`config.mk`:
```
export PLATFORM = sky130hd
export DESIGN_NAME = c2ll_back
export DESIGN_NICKNAME = d
export VERILOG_FILES = /design/src/rtl/c2ll_pkg.sv /design/src/rtl/c2ll_back.sv
export SDC_FILE = /design/constraint.sdc
export NUM_CORES = 1
export LEC_CHECK = 0
export BUFFER_PORTS_ARGS = -buffer_cell sky130_fd_sc_hd__buf_4
export CAP_MARGIN = 20
export CORE_ASPECT_RATIO = 0.7
export CORE_MARGIN = 4
export CORE_UTILIZATION = 43
export DETAILED_ROUTE_END_ITERATION = 12
export PLACE_DENSITY_LB_ADDON = 0.08
export SETUP_SLACK_MARGIN = 0.3
export SLEW_MARGIN = 15
export SYNTH_ARGS = -nofsm -noshare
export SYNTH_HDL_FRONTEND = slang
export SYNTH_SLANG_ARGS = --single-unit
export TNS_END_PERCENT = 50
```
`constraint.sdc`:
```
create_clock -name clk -period 3.7 [get_ports clk]
set_input_delay 0.185 -clock clk [delete_from_list [all_inputs] [get_ports clk]]
set_output_delay 0.185 -clock clk [all_outputs]
set_load 0.005 [all_outputs]
```
`src/rtl/c2ll_pkg.sv`:
```
// Shared widths, record types and the CORDIC arctangent constants.
package c2ll_pkg;

  // Port widths
  localparam int COMP_W = 32;
  localparam int EPS_W  = 31;
  localparam int LAT_W  = 28;
  localparam int LON_W  = 29;

  // Internal widths
  localparam int MAG_W    = 32;   // scaled component magnitude, up to 2^31
  localparam int SHIFT_W  = 5;
  localparam int SQ_W     = 64;   // squares and sums of squares
  localparam int E2_W     = 62;   // epsilon squared
  localparam int PROD_W   = 128;  // epsilon squared times length squared
  localparam int CORD_W   = 60;   // CORDIC x and y
  localparam int ANG_W    = 41;   // CORDIC angle, units of 2^-32 degree
  localparam int ROM_W    = 40;
  localparam int ANG_FRAC = 32;
  localparam int OUT_FRAC = 20;
  localparam int PRE_SH   = 24;   // CORDIC operand pre-scale
  localparam int TH_W     = 27;   // angle in [0, 90 deg]

  localparam int SQRT_STEPS   = 32;
  localparam int CORDIC_ITERS = 34;

  localparam logic [EPS_W-1:0] EPS_RESET = EPS_W'(1);
  localparam logic [E2_W-1:0]  E2_RESET  = E2_W'(1);

  localparam logic [TH_W-1:0]  DEG90  = TH_W'(90 << OUT_FRAC);
  localparam logic [LON_W-1:0] DEG180 = LON_W'(180 << OUT_FRAC);
  localparam logic [LON_W-1:0] DEG360 = LON_W'(360 << OUT_FRAC);

  localparam logic [63:0] PI_Q56 = 64'h03243F6A8885A308;

  typedef struct packed {
    logic zero;
    logic xneg;
    logic ypos;
    logic zneg;
    logic pole;
    logic ynear;
  } flags_t;

  typedef struct packed {
    flags_t flags;
    logic [MAG_W-1:0] ax;
    logic [MAG_W-1:0] ay;
    logic [MAG_W-1:0] az;
  } ctx_t;

  typedef struct packed {
    ctx_t ctx;
    logic [SQ_W-1:0] rem;
    logic [SQ_W-1:0] root;
  } sqrt_t;

  typedef struct packed {
    flags_t flags;
    logic signed [CORD_W-1:0] lat_x;
    logic signed [CORD_W-1:0] lat_y;
    logic signed [ANG_W-1:0]  lat_ang;
    logic signed [CORD_W-1:0] lon_x;
    logic signed [CORD_W-1:0] lon_y;
    logic signed [ANG_W-1:0]  lon_ang;
  } cord_t;

  typedef logic [CORDIC_ITERS-1:0][ROM_W-1:0] atan_rom_t;

  // Shift-subtract long division, elaboration only
  function automatic logic [95:0] udiv96(input logic [95:0] n, input logic [63:0] d);
    logic [64:0] rem;
    logic [95:0] q;
    rem = '0;
    q   = '0;
    for (int b = 95; b >= 0; b--) begin
      rem = {rem[63:0], n[b]};
      if (rem >= {1'b0, d}) begin
        rem  = rem - {1'b0, d};
        q[b] = 1'b1;
      end
    end
    return q;
  endfunction

  // atan(2^-i) in degrees, units of 2^-32, from the atan series in Q56 radians
  function automatic atan_rom_t build_atan_rom();
    atan_rom_t   t;
    longint      acc;
    int          k;
    int          e;
    logic [95:0] q;
    logic [63:0] num;
    t    = '0;
    t[0] = ROM_W'(45) << ANG_FRAC;
    for (int i = 1; i < CORDIC_ITERS; i++) begin
      acc = 0;
      k   = 0;
      e   = 56 - i;
      while (e >= 0) begin
        q = udiv96(96'(64'd1 << e), 64'(2 * k + 1));
        if ((k % 2) == 1) acc = acc - longint'(q[63:0]);
        else acc = acc + longint'(q[63:0]);
        k = k + 1;
        e = 56 - i * (2 * k + 1);
      end
      num  = 64'(acc) * 64'd180;
      q    = udiv96({num, 32'd0}, PI_Q56);
      t[i] = q[ROM_W-1:0];
    end
    return t;
  endfunction

  localparam atan_rom_t ATAN_ROM = build_atan_rom();

endpackage

```
`src/rtl/c2ll_back.sv`:
```
// Angle rounding and clamping, quadrant fold and the output register.
module c2ll_back (
  input  logic                              clk,
  input  logic                              rst,
  input  logic                              adv,
  input  logic                              din_valid,
  input  c2ll_pkg::cord_t                   din,
  output logic                              out_valid,
  output logic signed [c2ll_pkg::LAT_W-1:0] latitude,
  output logic [c2ll_pkg::LON_W-1:0]        longitude,
  output logic                              zero_vector
);
  import c2ll_pkg::*;

  localparam int RND_W = ANG_W - (ANG_FRAC - OUT_FRAC);
  localparam logic signed [ANG_W-1:0] HALF = ANG_W'(1) << (ANG_FRAC - OUT_FRAC - 1);

  logic signed [ANG_W-1:0] lat_t, lon_t;
  logic signed [RND_W-1:0] lat_r, lon_r;
  logic [TH_W-1:0] lat_c, lon_c;

  logic            v1;
  flags_t          f1;
  logic [TH_W-1:0] lat_th, lon_th;

  logic signed [LAT_W-1:0] lat_next;
  logic [LON_W-1:0]        lon_fold, lon_next;

  // Round half up to 2^-20 degree, clamp to [0, 90]
  always_comb begin
    lat_t = din.lat_ang + HALF;
    lon_t = din.lon_ang + HALF;
    lat_r = lat_t[ANG_W-1:ANG_FRAC-OUT_FRAC];
    lon_r = lon_t[ANG_W-1:ANG_FRAC-OUT_FRAC];
    if (lat_r[RND_W-1]) lat_c = '0;
    else if (lat_r > RND_W'(DEG90)) lat_c = DEG90;
    else lat_c = lat_r[TH_W-1:0];
    if (lon_r[RND_W-1]) lon_c = '0;
    else if (lon_r > RND_W'(DEG90)) lon_c = DEG90;
    else lon_c = lon_r[TH_W-1:0];
  end

  always_ff @(posedge clk) begin
    if (adv) begin
      f1     <= din.flags;
      lat_th <= lat_c;
      lon_th <= lon_c;
    end
  end

  // Quadrant fold and special cases
  always_comb begin
    if (f1.zneg) lat_next = -LAT_W'(lat_th);
    else lat_next = LAT_W'(lat_th);
    if (f1.ypos) begin
      if (f1.xneg) lon_fold = DEG180 - LON_W'(lon_th);
      else lon_fold = LON_W'(lon_th);
    end else begin
      if (f1.xneg) lon_fold = DEG180 + LON_W'(lon_th);
      else lon_fold = DEG360 - LON_W'(lon_th);
    end
    if (lon_fold >= DEG360) lon_fold = lon_fold - DEG360;
    if (f1.zero || f1.pole) lon_next = '0;
    else if (f1.ynear) lon_next = f1.xneg ? DEG180 : '0;
    else lon_next = lon_fold;
    if (f1.zero) lat_next = '0;
  end

  always_ff @(posedge clk) begin
    if (rst) begin
      v1        <= 1'b0;
      out_valid <= 1'b0;
    end else if (adv) begin
      v1        <= din_valid;
      out_valid <= v1;
    end
  end

  always_ff @(posedge clk) begin
    if (adv) begin
      latitude    <= lat_next;
      longitude   <= lon_next;
      zero_vector <= f1.zero;
    end
  end

endmodule

```
* Yosys cells after proc, flatten, opt, wreduce, memory -nomap -nowiden
Index checks and enable logic that the tools add are counted.
Widths: inputs -> output; s select.
** Cells by class
- $add $sub $neg :: 7
- Magnitude comparators :: 3
- Mux-type cells :: 9
- Bitwise logic cells :: 1
- Reduce and logical (&&, ||, !) cells :: 4
** Operator list (count)
- $mux 29 :: 5
- $add 41x13->41 const B :: 2
- $mux 27 :: 3
- $gt 29x27->1 const B :: 2
- $add 28x27->29 const A :: 1
- $ge 29x29->1 const B :: 1
- $sub 28x27->29 const A :: 1
- $sub 29x27->29 const A :: 1
- $sub 29x29->29 const B :: 1
- $mux 28 :: 1
- $neg 27->28 :: 1
- $reduce_or 2->1 :: 3
- $logic_or 1x1->1 :: 1
- $not 1->1 :: 1
** Storage, ports and cells
- Register bits after elaboration :: 120
- Bits of input ports :: 332

* Logic depth before layout (Yosys ltp)
Gate-level depths: netlist of the first run.
- Depth after elaboration :: 6
- Depth in mapped cells :: 14
- Mapped depth without buffers :: 12

* Worst setup path before layout of the first run
No wires, ideal clock.
- Path kind :: reg-to-reg
- Start point :: reg lon_th[1]
- End point :: reg longitude[24] (netlist bit), data pin
- Setup time :: 0.259 ns
- Data arrival time :: 3.560 ns
- Path slack :: -0.119 ns
- Cell stages (with the launch flop) :: 15
- Path buffers :: 2
- Period minus slack after synthesis :: 3.819 ns
- Cells stage by stage :: edfxtp_1 -> inv_1 -> ha_1 -> or3b_1 -> clkbuf_1 -> or4_1 -> clkbuf_1 -> o21ai_0 -> nor3_1 -> or2_2 -> ha_1 -> or3_1 -> o22a_1 -> nor3b_1 -> a211o_1
** Between the ends
- Cells in the longest elaborated chain, start to end :: 6
- Elaborated cells between the ends (all ways) :: 10
** RTL lines
- start, declared :: RTL line c2ll_back.sv:24 : logic [TH_W-1:0] lat_th, lon_th;
- start signal, assigned :: RTL line c2ll_back.sv:47 : lon_th <= lon_c;
- $sub 29x27->29, or another cell as far along :: RTL line c2ll_back.sv:60 : else lon_fold = DEG360 - LON_W'(lon_th);
- $mux 29, on equally long branches :: RTL line c2ll_back.sv:59, c2ll_back.sv:56
- $mux 29 (*) :: RTL line c2ll_back.sv:55 : if (f1.ypos) begin
- $sub 29x29->29 or $ge 29x29->1 (tied branches) :: RTL line c2ll_back.sv:62 : if (lon_fold >= DEG360) lon_fold = lon_fold - DEG360;
- $mux 29 (*) :: RTL line c2ll_back.sv:62
- $mux 29 (*) :: RTL line c2ll_back.sv:64 : else if (f1.ynear) lon_next = f1.xneg ? DEG180 : '0;
- end signal, assigned :: RTL line c2ll_back.sv:82 : longitude <= lon_next;
- end, declared :: RTL line c2ll_back.sv:10 : output logic [c2ll_pkg::LON_W-1:0] longitude,
Every way passes the cells marked *; elsewhere a longest branch is shown, timed or not.
A chain may end at the register's enable or synchronous reset.

* Worst setup path after layout of the first run
- Start point :: reg lon_th[5]
- End point :: reg longitude[26] (netlist bit), data pin
The elaborated chain is that of the path after synthesis.

==> summary.txt, run 1 <==
Floorplanning
  • Die area: approximately 22,000 um^2
  • Core ar.: around 19,000 um^2
  • Die H: around 120 um
  • Starting Density: 0.4400
  • I/O pin cnt: about 390
  • Die width: ~170 um
  • FP Rows: 42

Placed design
  • Hpwl dp: between 15,000 and 20,000 um
  • Post-Place Worst Slack: between 0.06 and 0.07 ns
  • PortBufs: 128
  • Placed Instances: roughly 1,300
  • Placer Congestion: between 0.9 and 1
  • Post-DP Area: around 9900 um^2

Logic synthesis
  • Async set-reset flop share out of synthesis: 0
  • Number of synthesized flops with an enable pin: between 100 and 150
  • Most used DFF post-synth: edfxtp_1
  • Post-Synthesis Net Count: roughly 1,200
  • Avg Cell Area, Syn: slightly above 9 um^2
  • Yosys top cell by area: edfxtp_1
  • Yosys warning count: 0
  • Sequential area share after synthesis: 0.4282
  • Gate Count Post-Synth: approximately 900
  • Mapped Area: about 8400 um^2
  • Top-area cell type share of the netlist area: 0.4234
  • Cell variety after synth: 75
  • #FFs+latches synth: 120
  • Synth top area cells: edfxtp_1 42%, xor2_1 6.5%, nor2_1 4.8%, xnor2_1 4.0%, nand2_1 3.0%

Route
  • Total number of vias: around 7,600
  • Routed WL: roughly 25,000 um
  • 1st-pass router iterations: 5
  • DRC errors left: 0
  • Antenna-violating nets left: 0
  • Vias per inst: 5.619
  • 1st-iter DRT viols: 652
  • Mean routed wirelength per cell: roughly 18 um

Global route
  • Total gr overflow: 0
  • Total GRT Usage: 0.2234
  • Largest net degree at the start of global routing: 72
  • Met3 usage: 0.03246
  • GRT Max-Usage Layer: met1
  • M1 GR Usage: 0.3457
  • Number of global-route vias before repair: ~7,000
  • Initial antenna violation count: 0
  • First-pass GRT wire length: a little under 40,000 um
  • Met2 Use GR: 0.3300

Critical path
  • Required time of the critical path: roughly 4 ns
  • Startpoint types: flop
  • CP peak stage delay: roughly 0.6 ns
  • Cell Chain, Critical Path: or4_4 > or4_4 > o21ai_4 > nor3_2 > or2_4 > ha_4 > or3_1 > o22a_1 > buf_4 > or3_4 > nand3_2
  • Slowest cell on the critical path: or4_4
  • Critical path origin: lon_th[5]$_SDFFCE_PP0P_
  • FF-to-FF Start: lon_th[5]$_SDFFCE_PP0P_
  • Reg2Reg Depth: 11
  • CP Max Fanout: 5
  • Worst flop-to-flop path endpoint: longitude[26]$_SDFFCE_PP0P_
  • CP arrival: between 3 and 4 ns
  • Top cell by count, worst path: or4_4
  • Critical Path Sink: longitude[26]$_SDFFCE_PP0P_
  • Crit path capture type: flop
  • WS Path Type: flop to flop
  • Worst R2R Setup Slack: 0.22 ns

Power and ir drop
  • Static Leak: between 3 and 4 nW
  • Worst VDD drop: about 0.29 mV
  • Power Dens Cells: 376.9 nW/um^2
  • Power, Total: slightly above 4 mW

Clock network
  • Number of H-tree levels: 4
  • CTS Root Cell: clkbuf_16
  • CTS max path bufs: 2
  • TritonCTS clock tree: done
  • CTS Buf Count: 17
  • CTS Sinks: 120
  • Clock latency on the worst-skew pair: approximately 0.41 ns
  • Worst-path clk slew: roughly 0.060 ns

Finish
  • Cell Count, Final, Fillers Out: 1,361
  • Layout cell share with drive strength beyond 1: 0.2634
  • Fill cells: roughly 1,700
  • Final nets: 1,425
  • Most common cell after layout, fill and taps aside: buf_4
  • Final core utilization: 0.5691
  • Antenna Cells: 0
  • Post-route cell area: 10,830 um^2
  • Synth-to-Final Area Change: 29.35%
  • Commonest non-fill, non-tap cells in the layout: 203 x buf_4, 118 x edfxtp_1, 108 x nor2_1, 68 x nand2_1, 62 x xor2_1

Timing
  • Fmax: about 0.29 GHz
  • Tmin final: approximately 3.5 ns
  • Worst slew pin tran: between 1 and 1.5 ns
  • Clk_skew: 0.009852 ns
  • Hold_ws: 0.01892 ns
  • Final setup viols: 0
  • Fin crit share: 0.9414
  • Max-slew violation count: 0
  • RSZ-0062 raised after global routing: yes
  • Total Neg Setup Slack: 0 ns
  • Max-Slew Margin vs Limit: 0.2976
  • Worst setup margin: approximately 0.22 ns
  • Final hold vios: 0

Run status
  • Status: finished, final reports clean

Flow run
  • Max_cap viols: 0

Min path
  • Min-Delay Path Class: primary input to flop
-- logic make-up (layout without fill, tap and decap cells) --
family,after synthesis,after routing,share of synthesized area
and+or+nand+nor,428,429,0.2698
AOI/OAI and AO/OA,167,167,0.1378
buffers and inverters,69,261,0.03214
adders and majority gates,9,9,0.01346
muxes,11,11,0.01390
DFF,120,120,0.4282
xor gates and xnor gates,100,100,0.1046
-- layer usage --
metal | wire (um) | part of all wire | up-vias
met3 | 1552 | 0.062 | 20
met2 | 10960 | 0.44 | 260
met5 | 0 | 0 | -
met4 | 211 | 0.0085 | 0
met1 | 12190 | 0.49 | 3603
li1 | - | - | 3765
-- critical path, delay by kind of cell (launching register included) --
kind	cells	cell delay, ns
flops	1	0.44
fa+ha+maj	1	0.16
compound gates	2	0.38
simple gates	7	2.22
buf+inv	1	0.15
-- worst min path at each step --
stage | start | end | depth (start not counted)
floorplan | rst | out_valid$_SDFFE_PP0P_ | 1
global placement | rst | v1$_SDFFE_PP0P_ | 2
detailed placement | rst | out_valid$_SDFFE_PP0P_ | 2
CTS | din_valid | v1$_SDFFE_PP0P_ | 3
global route | din_valid | v1$_SDFFE_PP0P_ | 3
finish | din_valid | v1$_SDFFE_PP0P_ | 3
-- timing repair --
item                                    4_1_cts  5_1_grt
resized for setup                            15        8
hold buffers                                  7        0
pin swaps                                     6        4
cloned                                        1        0
endpoints found under the setup margin        6        7
endpoints found under the hold margin         8        0
setup buffers                                18        1
-- cell usage after synthesis, types with 8 or more instances --
cell type	number
edfxtp_1	118
nor2_1	108
nand2_1	68
xor2_1	62
clkbuf_1	46
nor3_1	43
nand3_1	41
xnor2_1	38
o21ai_0	36
nand4_1	25
a21oi_1	24
nor4_1	20
or3_1	19
and3_1	17
inv_1	17
or4_1	15
nand2b_1	11
o31ai_1	11
a31oi_1	10
or2_2	10
a211oi_1	9
ha_1	9
nor3b_1	8
-- registers in the layout, indices dropped and copies added (netlist names) --
name         cells
out_valid        1
longitude       29
lon_th          27
latitude        28
lat_th          27
zero_vector      1
v1               1
f1               6
-- power breakdown --
| part | switching (mW) | total [mW] | internal, mW |
|---|---|---|---|
| clock network | 0.613 | 1.54 | 0.924 |
| registers | 0.0859 | 1.70 | 1.61 |
| logic | 0.456 | 0.844 | 0.388 |
| total | 1.15 | 4.08 | 2.93 |
-- cell type report --
type	instances	area [um^2]	area share
clock inverters	14	125.1	0.01156
repair buffers	212	1620	0.1497
multi-input cells	716	4673	0.4317
inverters	17	63.81	0.005895
flip-flops and latches	120	3583	0.3310
clock buffers	18	429.2	0.03964
well taps	264	330.3	0.03051
Power figures use the tool's default switching activity.
==> run 2: changes to the inputs <==
--- a/config.mk
+++ b/config.mk
@@ -5,13 +5,14 @@
 export SDC_FILE = /design/constraint.sdc
 export NUM_CORES = 1
 export LEC_CHECK = 0
-export BUFFER_PORTS_ARGS = -buffer_cell sky130_fd_sc_hd__buf_4
 export CAP_MARGIN = 20
 export CORE_ASPECT_RATIO = 0.7
 export CORE_MARGIN = 4
-export CORE_UTILIZATION = 43
+export CORE_UTILIZATION = 45
 export DETAILED_ROUTE_END_ITERATION = 12
+export DONT_BUFFER_PORTS = 1
 export PLACE_DENSITY_LB_ADDON = 0.08
+export REMOVE_ABC_BUFFERS = 1
 export SETUP_SLACK_MARGIN = 0.3
 export SLEW_MARGIN = 15
 export SYNTH_ARGS = -nofsm -noshare
==> summary.txt, run 2 (same netlist as run 1, synthesis figures left out) <==
Global route
  • GRT Max-Usage Layer: met2 (was met1)
  • Met3 usage: 0.05028 (was 0.03246)
  • M1 GR Usage: 0.3505 (was 0.3457)
  • Total gr overflow: 0 (unchanged)
  • Met2 Use GR: 0.3668 (was 0.3300)
  • Largest net degree at the start of global routing: 120 (was 72)
  • Total GRT Usage: 0.2395 (was 0.2234)
  • Number of global-route vias before repair: 6,808 (was 6,992)
  • Initial antenna violation count: 0 (unchanged)
  • First-pass GRT wire length: 39,100 um (was 39,080 um)

Critical path
  • CP arrival: 3.66 ns (was 3.76 ns)
  • FF-to-FF Start: lon_th[3]$_SDFFCE_PP0P_ (was lon_th[5]$_SDFFCE_PP0P_)
  • Worst R2R Setup Slack: 0.19 ns (was 0.22 ns)
  • Worst flop-to-flop path endpoint: longitude[24]$_SDFFCE_PP0P_ (was longitude[26]$_SDFFCE_PP0P_)
  • Reg2Reg Depth: 10 (was 11)
  • Startpoint types: flop (unchanged)
  • WS Path Type: flop to flop (unchanged)
  • Crit path capture type: flop (unchanged)
  • Required time of the critical path: 3.85 ns (was 3.98 ns)
  • CP Max Fanout: 3 (was 5)

Route
  • 1st-pass router iterations: 5 (unchanged)
  • Vias per inst: 6.040 (was 5.619)
  • Mean routed wirelength per cell: 20.98 um (was 18.31 um)
  • Routed WL: 25,410 um (was 24,920 um)
  • Total number of vias: 7,314 (was 7,648)
  • Antenna-violating nets left: 0 (unchanged)
  • DRC errors left: 0 (unchanged)
  • 1st-iter DRT viols: 753 (was 652)

Clock network
  • CTS max path bufs: 2 (unchanged)
  • CTS Root Cell: clkbuf_16 (unchanged)
  • Clock latency on the worst-skew pair: 0.42 ns (was 0.41 ns)
  • Worst-path clk slew: 0.05 ns (was 0.06 ns)
  • TritonCTS clock tree: done (unchanged)
  • CTS Buf Count: 17 (unchanged)
  • Number of H-tree levels: 4 (unchanged)
  • CTS Sinks: 120 (unchanged)

Timing
  • RSZ-0062 raised after global routing: yes (unchanged)
  • Hold_ws: 0.02788 ns (was 0.01892 ns)
  • Fmax: 0.2851 GHz (was 0.2871 GHz)
  • Max-slew violation count: 0 (unchanged)
  • Max-Slew Margin vs Limit: 0.2894 (was 0.2976)
  • Tmin final: 3.507 ns (was 3.483 ns)
  • Final setup viols: 0 (unchanged)
  • Worst slew pin tran: 1.066 ns (was 1.050 ns)
  • Final hold vios: 0 (unchanged)
  • Fin crit share: 0.9480 (was 0.9414)
  • Clk_skew: 0.01460 ns (was 0.009852 ns)

Finish
  • Cell Count, Final, Fillers Out: 1,211 (was 1,361)
  • Commonest non-fill, non-tap cells in the layout: 118 x edfxtp_1, 108 x nor2_1, 77 x buf_4, 67 x nand2_1, 62 x xor2_1 (was 203 x buf_4, 118 x edfxtp_1, 108 x nor2_1, 68 x nand2_1, 62 x xor2_1)
  • Synth-to-Final Area Change: 19.39% (was 29.35%)
  • Layout cell share with drive strength beyond 1: 0.1754 (was 0.2634)
  • Final nets: 1,303 (was 1,425)
  • Most common cell after layout, fill and taps aside: edfxtp_1 (was buf_4)
  • Most flop-heavy register: longitude (unchanged)
  • Regs by FF count: longitude: 29 flops, latitude: 28 flops (unchanged)
  • Max reg flops: 29 (unchanged)
  • Antenna Cells: 0 (unchanged)

Power and ir drop
  • Sw Share: 0.2604 (was 0.2830)
  • Clock share of power: 0.414 (was 0.377)
  • Power Dens Cells: 413.1 nW/um^2 (was 376.9 nW/um^2)
  • Internal power: 3.053 mW (was 2.926 mW)
  • Flop pwr share: 0.417 (about the same)
  • Comb power frac: 0.169 (was 0.207)
  • P_sw: 1.075 mW (was 1.155 mW)
  • Static Leak: 3.450 nW (was 3.988 nW)
  • Worst VDD drop: 0.3202 mV (was 0.2943 mV)

Floorplanning
  • FP Rows: 41 (was 42)
  • Core ar.: 18,160 um^2 (was 19,020 um^2)
  • Die width: 171 um (was 174.8 um)
  • Die area: 20,880 um^2 (was 21,800 um^2)
  • I/O pin cnt: 391 (unchanged)
  • Starting Density: 0.4609 (was 0.4400)
  • Die H: 122.1 um (was 124.7 um)

Run status
  • Status: finished, final reports clean (unchanged)

Min path
  • Worst hold stages: 2 (was 3)
  • Worst Hold End: lat_th[18]$_SDFFCE_PP0P_ (was v1$_SDFFE_PP0P_)
  • Min-Delay Path Class: primary input to flop (unchanged)
  • Critical hold path startpoint: din[191] (was din_valid)

Placed design
  • Hpwl dp: 19,050 um (was 19,210 um)
  • Placer Congestion: 0.8982 (was 0.9379)
  • Placed Instances: 1,143 (was 1,302)
  • PortBufs: 0 (was 128)

Flow run
  • Max_cap viols: 0 (unchanged)
-- run 2: layout make-up --
| class | count | area (um^2) |
|---|---|---|
| repair buffers | 91 | 744.5 |
| well taps | 236 | 295.3 |
| clock buffers | 19 | 432.9 |
| clock inverters | 13 | 178.9 |
| inverters | 17 | 63.81 |
| fillers | 1623 | 8168 |
| flip-flops and latches | 120 | 3583 |
| multi-input cells | 715 | 4693 |
-- run 2: layer usage --
metal	up-vias	share of wire
met5	-	0
met4	0	0.014
met3	30	0.064
met2	269	0.46
met1	3490	0.46
li1	3525	-
-- run 2: per-stage QoR --
stage	TNS, ns	cell area, um^2	power (mW)	util	worst slack [ns]
after floorplan	-1.812	8164	2.086	-	-0.08756
after global placement	-0.01833	8879	2.308	0.4889	-0.01833
after detailed placement	-0.1904	8879	2.321	0.4889	-0.09842
after CTS	0	9818	4.118	0.5407	0.2136
after global routing	0	9992	4.295	0.5502	0.1424
final	0	9992	4.128	0.5502	0.1926
-- run 2: how the worst max path moves through the flow --
stage / start / to / cells after the start
3_3_place_gp: lon_th[0]$_SDFFCE_PP0P_ / longitude[24]$_SDFFCE_PP0P_ / 12
3_5_place_dp: lon_th[0]$_SDFFCE_PP0P_ / longitude[24]$_SDFFCE_PP0P_ / 12
2_1_floorplan: din[11] / lon_th[10]$_SDFFCE_PP0P_ / 9
6_report: lon_th[3]$_SDFFCE_PP0P_ / longitude[24]$_SDFFCE_PP0P_ / 10
5_1_grt: lon_th[3]$_SDFFCE_PP0P_ / longitude[24]$_SDFFCE_PP0P_ / 10
4_1_cts: lon_th[0]$_SDFFCE_PP0P_ / longitude[24]$_SDFFCE_PP0P_ / 12
-- run 2: timing repair --
action | in CTS | in global routing
hold buffers | 9 | 0
endpoints found under the hold margin | 126 | 0
endpoints found under the setup margin | 6 | 7
buffers inserted | 16 | 10
pin swaps | 7 | 13
resized for setup | 24 | 18
cloned | 0 | 0
-- run 2: critical path: stages, from the launching register on --
cell	delay, ns
edfxtp_1	0.39
or4_4	0.58
or4_4	0.58
o21ai_4	0.20
nor3_4	0.05
or2_4	0.29
ha_4	0.16
or3_1	0.31
o22a_1	0.21
nor3b_2	0.17
a211o_1	0.31
-- run 2: power groups by stage --
| stage | Combinational (mW) | Clock, mW | Sequential, mW |
|---|---|---|---|
| after floorplan | 0.363 | 0 | 1.72 |
| after global placement | 0.562 | 0 | 1.75 |
| after detailed placement | 0.573 | 0 | 1.75 |
| after CTS | 0.664 | 1.73 | 1.72 |
| after global routing | 0.766 | 1.80 | 1.73 |
| final | 0.698 | 1.71 | 1.72 |
==> run 3: changes to the inputs <==
--- a/config.mk
+++ b/config.mk
@@ -11,6 +11,7 @@
 export CORE_UTILIZATION = 45
 export DETAILED_ROUTE_END_ITERATION = 12
 export DONT_BUFFER_PORTS = 1
+export GPL_TIMING_DRIVEN = 0
 export PLACE_DENSITY_LB_ADDON = 0.08
 export REMOVE_ABC_BUFFERS = 1
 export SETUP_SLACK_MARGIN = 0.3
==> summary.txt, run 3 (same netlist as run 1, synthesis figures left out) <==
Power and ir drop
  • Static Leak: 3.346 nW (was 3.450 nW)
  • Worst VDD drop: 0.3040 mV (was 0.3202 mV)
  • P_sw: 1.072 mW (was 1.075 mW)
  • Clock share of power: 0.426 (was 0.414)
  • Flop pwr share: 0.418 (was 0.417)
  • Comb power frac: 0.156 (was 0.169)
  • Internal power: 3.091 mW (was 3.053 mW)
  • Power, Total: 4.163 mW (was 4.128 mW)
  • Sw Share: 0.2574 (was 0.2604)
  • Power Dens Cells: 419.7 nW/um^2 (was 413.1 nW/um^2)

Critical path
  • WS Path Type: flop to flop (unchanged)
  • FF-to-FF Start: lon_th[0]$_SDFFCE_PP0P_ (was lon_th[3]$_SDFFCE_PP0P_)
  • Crit path capture type: flop (unchanged)
  • Worst R2R Setup Slack: 0.19 ns (about the same)
  • CP arrival: 3.67 ns (was 3.66 ns)
  • Startpoint types: flop (unchanged)
  • Reg2Reg Depth: 12 (was 10)
  • Required time of the critical path: 3.86 ns (was 3.85 ns)
  • Worst flop-to-flop path endpoint: longitude[24]$_SDFFCE_PP0P_ (unchanged)
  • CP Max Fanout: 4 (was 3)

Floorplanning
  • Die H: 122.1 um (unchanged)
  • Die area: 20,880 um^2 (unchanged)
  • Starting Density: 0.4609 (unchanged)
  • FP Rows: 41 (unchanged)
  • I/O pin cnt: 391 (unchanged)
  • Die width: 171 um (unchanged)
  • Core ar.: 18,160 um^2 (unchanged)

Timing
  • Worst setup margin: 0.1918 ns (was 0.1926 ns)
  • RSZ-0062 raised after global routing: yes (unchanged)
  • Max-slew violation count: 0 (unchanged)
  • Fin crit share: 0.9482 (was 0.9480)
  • Worst slew pin tran: 0.9256 ns (was 1.066 ns)
  • Final hold vios: 0 (unchanged)
  • Clk_skew: 0.01069 ns (was 0.01460 ns)
  • Fmax: 0.2850 GHz (was 0.2851 GHz)
  • Total Neg Setup Slack: 0 ns (unchanged)
  • Max-Slew Margin vs Limit: 0.3829 (was 0.2894)
  • Final setup viols: 0 (unchanged)
  • Tmin final: 3.508 ns (was 3.507 ns)

Min path
  • Worst Hold End: lat_th[18]$_SDFFCE_PP0P_ (unchanged)
  • Min-Delay Path Class: primary input to flop (unchanged)
  • Worst hold stages: 2 (unchanged)
  • Critical hold path startpoint: din[191] (unchanged)

Clock network
  • TritonCTS clock tree: done (unchanged)
  • CTS Buf Count: 17 (unchanged)
  • CTS Sinks: 120 (unchanged)
  • Worst-path clk slew: 0.05 ns (about the same)
  • Clock latency on the worst-skew pair: 0.42 ns (about the same)
  • CTS max path bufs: 2 (unchanged)
  • Number of H-tree levels: 4 (unchanged)
  • CTS Root Cell: clkbuf_16 (unchanged)

Finish
  • Antenna Cells: 0 (unchanged)
  • Final core utilization: 0.5462 (was 0.5502)
  • Layout cell share with drive strength beyond 1: 0.1663 (was 0.1754)
  • Cell Count, Final, Fillers Out: 1,186 (was 1,211)
  • Regs by FF count: longitude: 29 flops, latitude: 28 flops (unchanged)
  • Max reg flops: 29 (unchanged)
  • Most common cell after layout, fill and taps aside: edfxtp_1 (unchanged)
  • Synth-to-Final Area Change: 18.51% (was 19.39%)
  • Final nets: 1,278 (was 1,303)
  • Most flop-heavy register: longitude (unchanged)
  • Commonest non-fill, non-tap cells in the layout: 118 x edfxtp_1, 107 x nor2_1, 67 x nand2_1, 61 x xor2_1, 51 x buf_4 (was 118 x edfxtp_1, 108 x nor2_1, 77 x buf_4, 67 x nand2_1, 62 x xor2_1)

Route
  • Antenna-violating nets left: 0 (unchanged)
  • Mean routed wirelength per cell: 21.12 um (was 20.98 um)
  • DRC errors left: 0 (unchanged)
  • Routed WL: 25,050 um (was 25,410 um)
  • 1st-iter DRT viols: 801 (was 753)
  • Total number of vias: 7,398 (was 7,314)
  • Vias per inst: 6.238 (was 6.040)
  • 1st-pass router iterations: 6 (was 5)

Placed design
  • Placer Congestion: 0.9244 (was 0.8982)
  • PortBufs: 0 (unchanged)
  • Placed Instances: 1,090 (was 1,143)
  • Hpwl dp: 18,140 um (was 19,050 um)
  • Post-Place Worst Slack: -0.8004 ns (was -0.09842 ns)

Global route
  • First-pass GRT wire length: 38,350 um (was 39,100 um)
  • Total gr overflow: 0 (unchanged)
  • Number of global-route vias before repair: 6,797 (was 6,808)
  • Initial antenna violation count: 0 (unchanged)
  • Total GRT Usage: 0.2359 (was 0.2395)
  • Largest net degree at the start of global routing: 120 (unchanged)

Flow run
  • Max_cap viols: 0 (unchanged)

Run status
  • Status: finished, final reports clean (unchanged)
-- run 3: worst max path at each step --
stage / from / to / slack, ns / cells after the start
3_5_place_dp: lon_th[2]$_SDFFCE_PP0P_ / longitude[24]$_SDFFCE_PP0P_ / -0.80 / 10
4_1_cts: lon_th[0]$_SDFFCE_PP0P_ / longitude[24]$_SDFFCE_PP0P_ / 0.16 / 12
2_1_floorplan: din[11] / lon_th[10]$_SDFFCE_PP0P_ / -0.09 / 9
6_report: lon_th[0]$_SDFFCE_PP0P_ / longitude[24]$_SDFFCE_PP0P_ / 0.19 / 12
3_3_place_gp: din[11] / lon_th[20]$_SDFFCE_PP0P_ / -1.28 / 9
5_1_grt: lon_th[0]$_SDFFCE_PP0P_ / longitude[24]$_SDFFCE_PP0P_ / 0.12 / 12
-- run 3: stage by stage --
step	cell area (um^2)	hold slack, ns
after CTS	9628	0.004249
after global placement	8459	0.2578
after detailed placement	8503	0.2594
final	9918	0.02079
after global routing	9918	0.02549
after floorplan	8164	0.2574
-- run 3: area by class of cell --
cell class / count / area [um^2]
Clock inverter: 13 / 201.4
Timing Repair Buffer: 66 / 559.3
Clock buffer: 19 / 432.9
Inverter: 17 / 63.81
Sequential cell: 120 / 3583
Tap cell: 236 / 295.3
Multi-Input combinational cell: 715 / 4782
Fill cell: 1591 / 8242
-- run 3: layer usage --
| metal | vias to the layer above | wire [um] | GRT usage |
|---|---|---|---|
| met5 | - | 0 | 0 |
| met3 | 42 | 1898 | 0.05125 |
| met4 | 0 | 481 | 0.07917 |
| met1 | 3560 | 11310 | 0.3375 |
| li1 | 3471 | - | - |
| met2 | 325 | 11360 | 0.3564 |
-- run 3: power by group through the flow --
| stage | combinational, mW | sequential (mW) | clock, mW |
|---|---|---|---|
| 2_1_floorplan | 0.363 | 1.72 | 0 |
| 3_3_place_gp | 0.458 | 1.78 | 0 |
| 3_5_place_dp | 0.472 | 1.79 | 0 |
| 4_1_cts | 0.577 | 1.76 | 1.79 |
| 5_1_grt | 0.706 | 1.75 | 1.86 |
| 6_report | 0.648 | 1.74 | 1.77 |
-- run 3: timing repair --
action,in CTS,in global routing
cloned,0,0
pin swaps,15,7
endpoints found under the hold margin,126,0
hold buffers,9,0
resized for setup,31,22
setup endpoints to repair,6,23
buffers inserted,30,24
-- run 3: worst max-delay path, stage by stage (launching register included) --
cell      delay (ns)
edfxtp_1        0.43
inv_2           0.11
ha_4            0.13
or3b_4          0.41
or4_4           0.53
o21ai_4         0.16
nor3_2          0.06
or2_4           0.27
ha_4            0.16
or3_1           0.34
o22a_1          0.21
nor3b_2         0.16
a211o_1         0.27
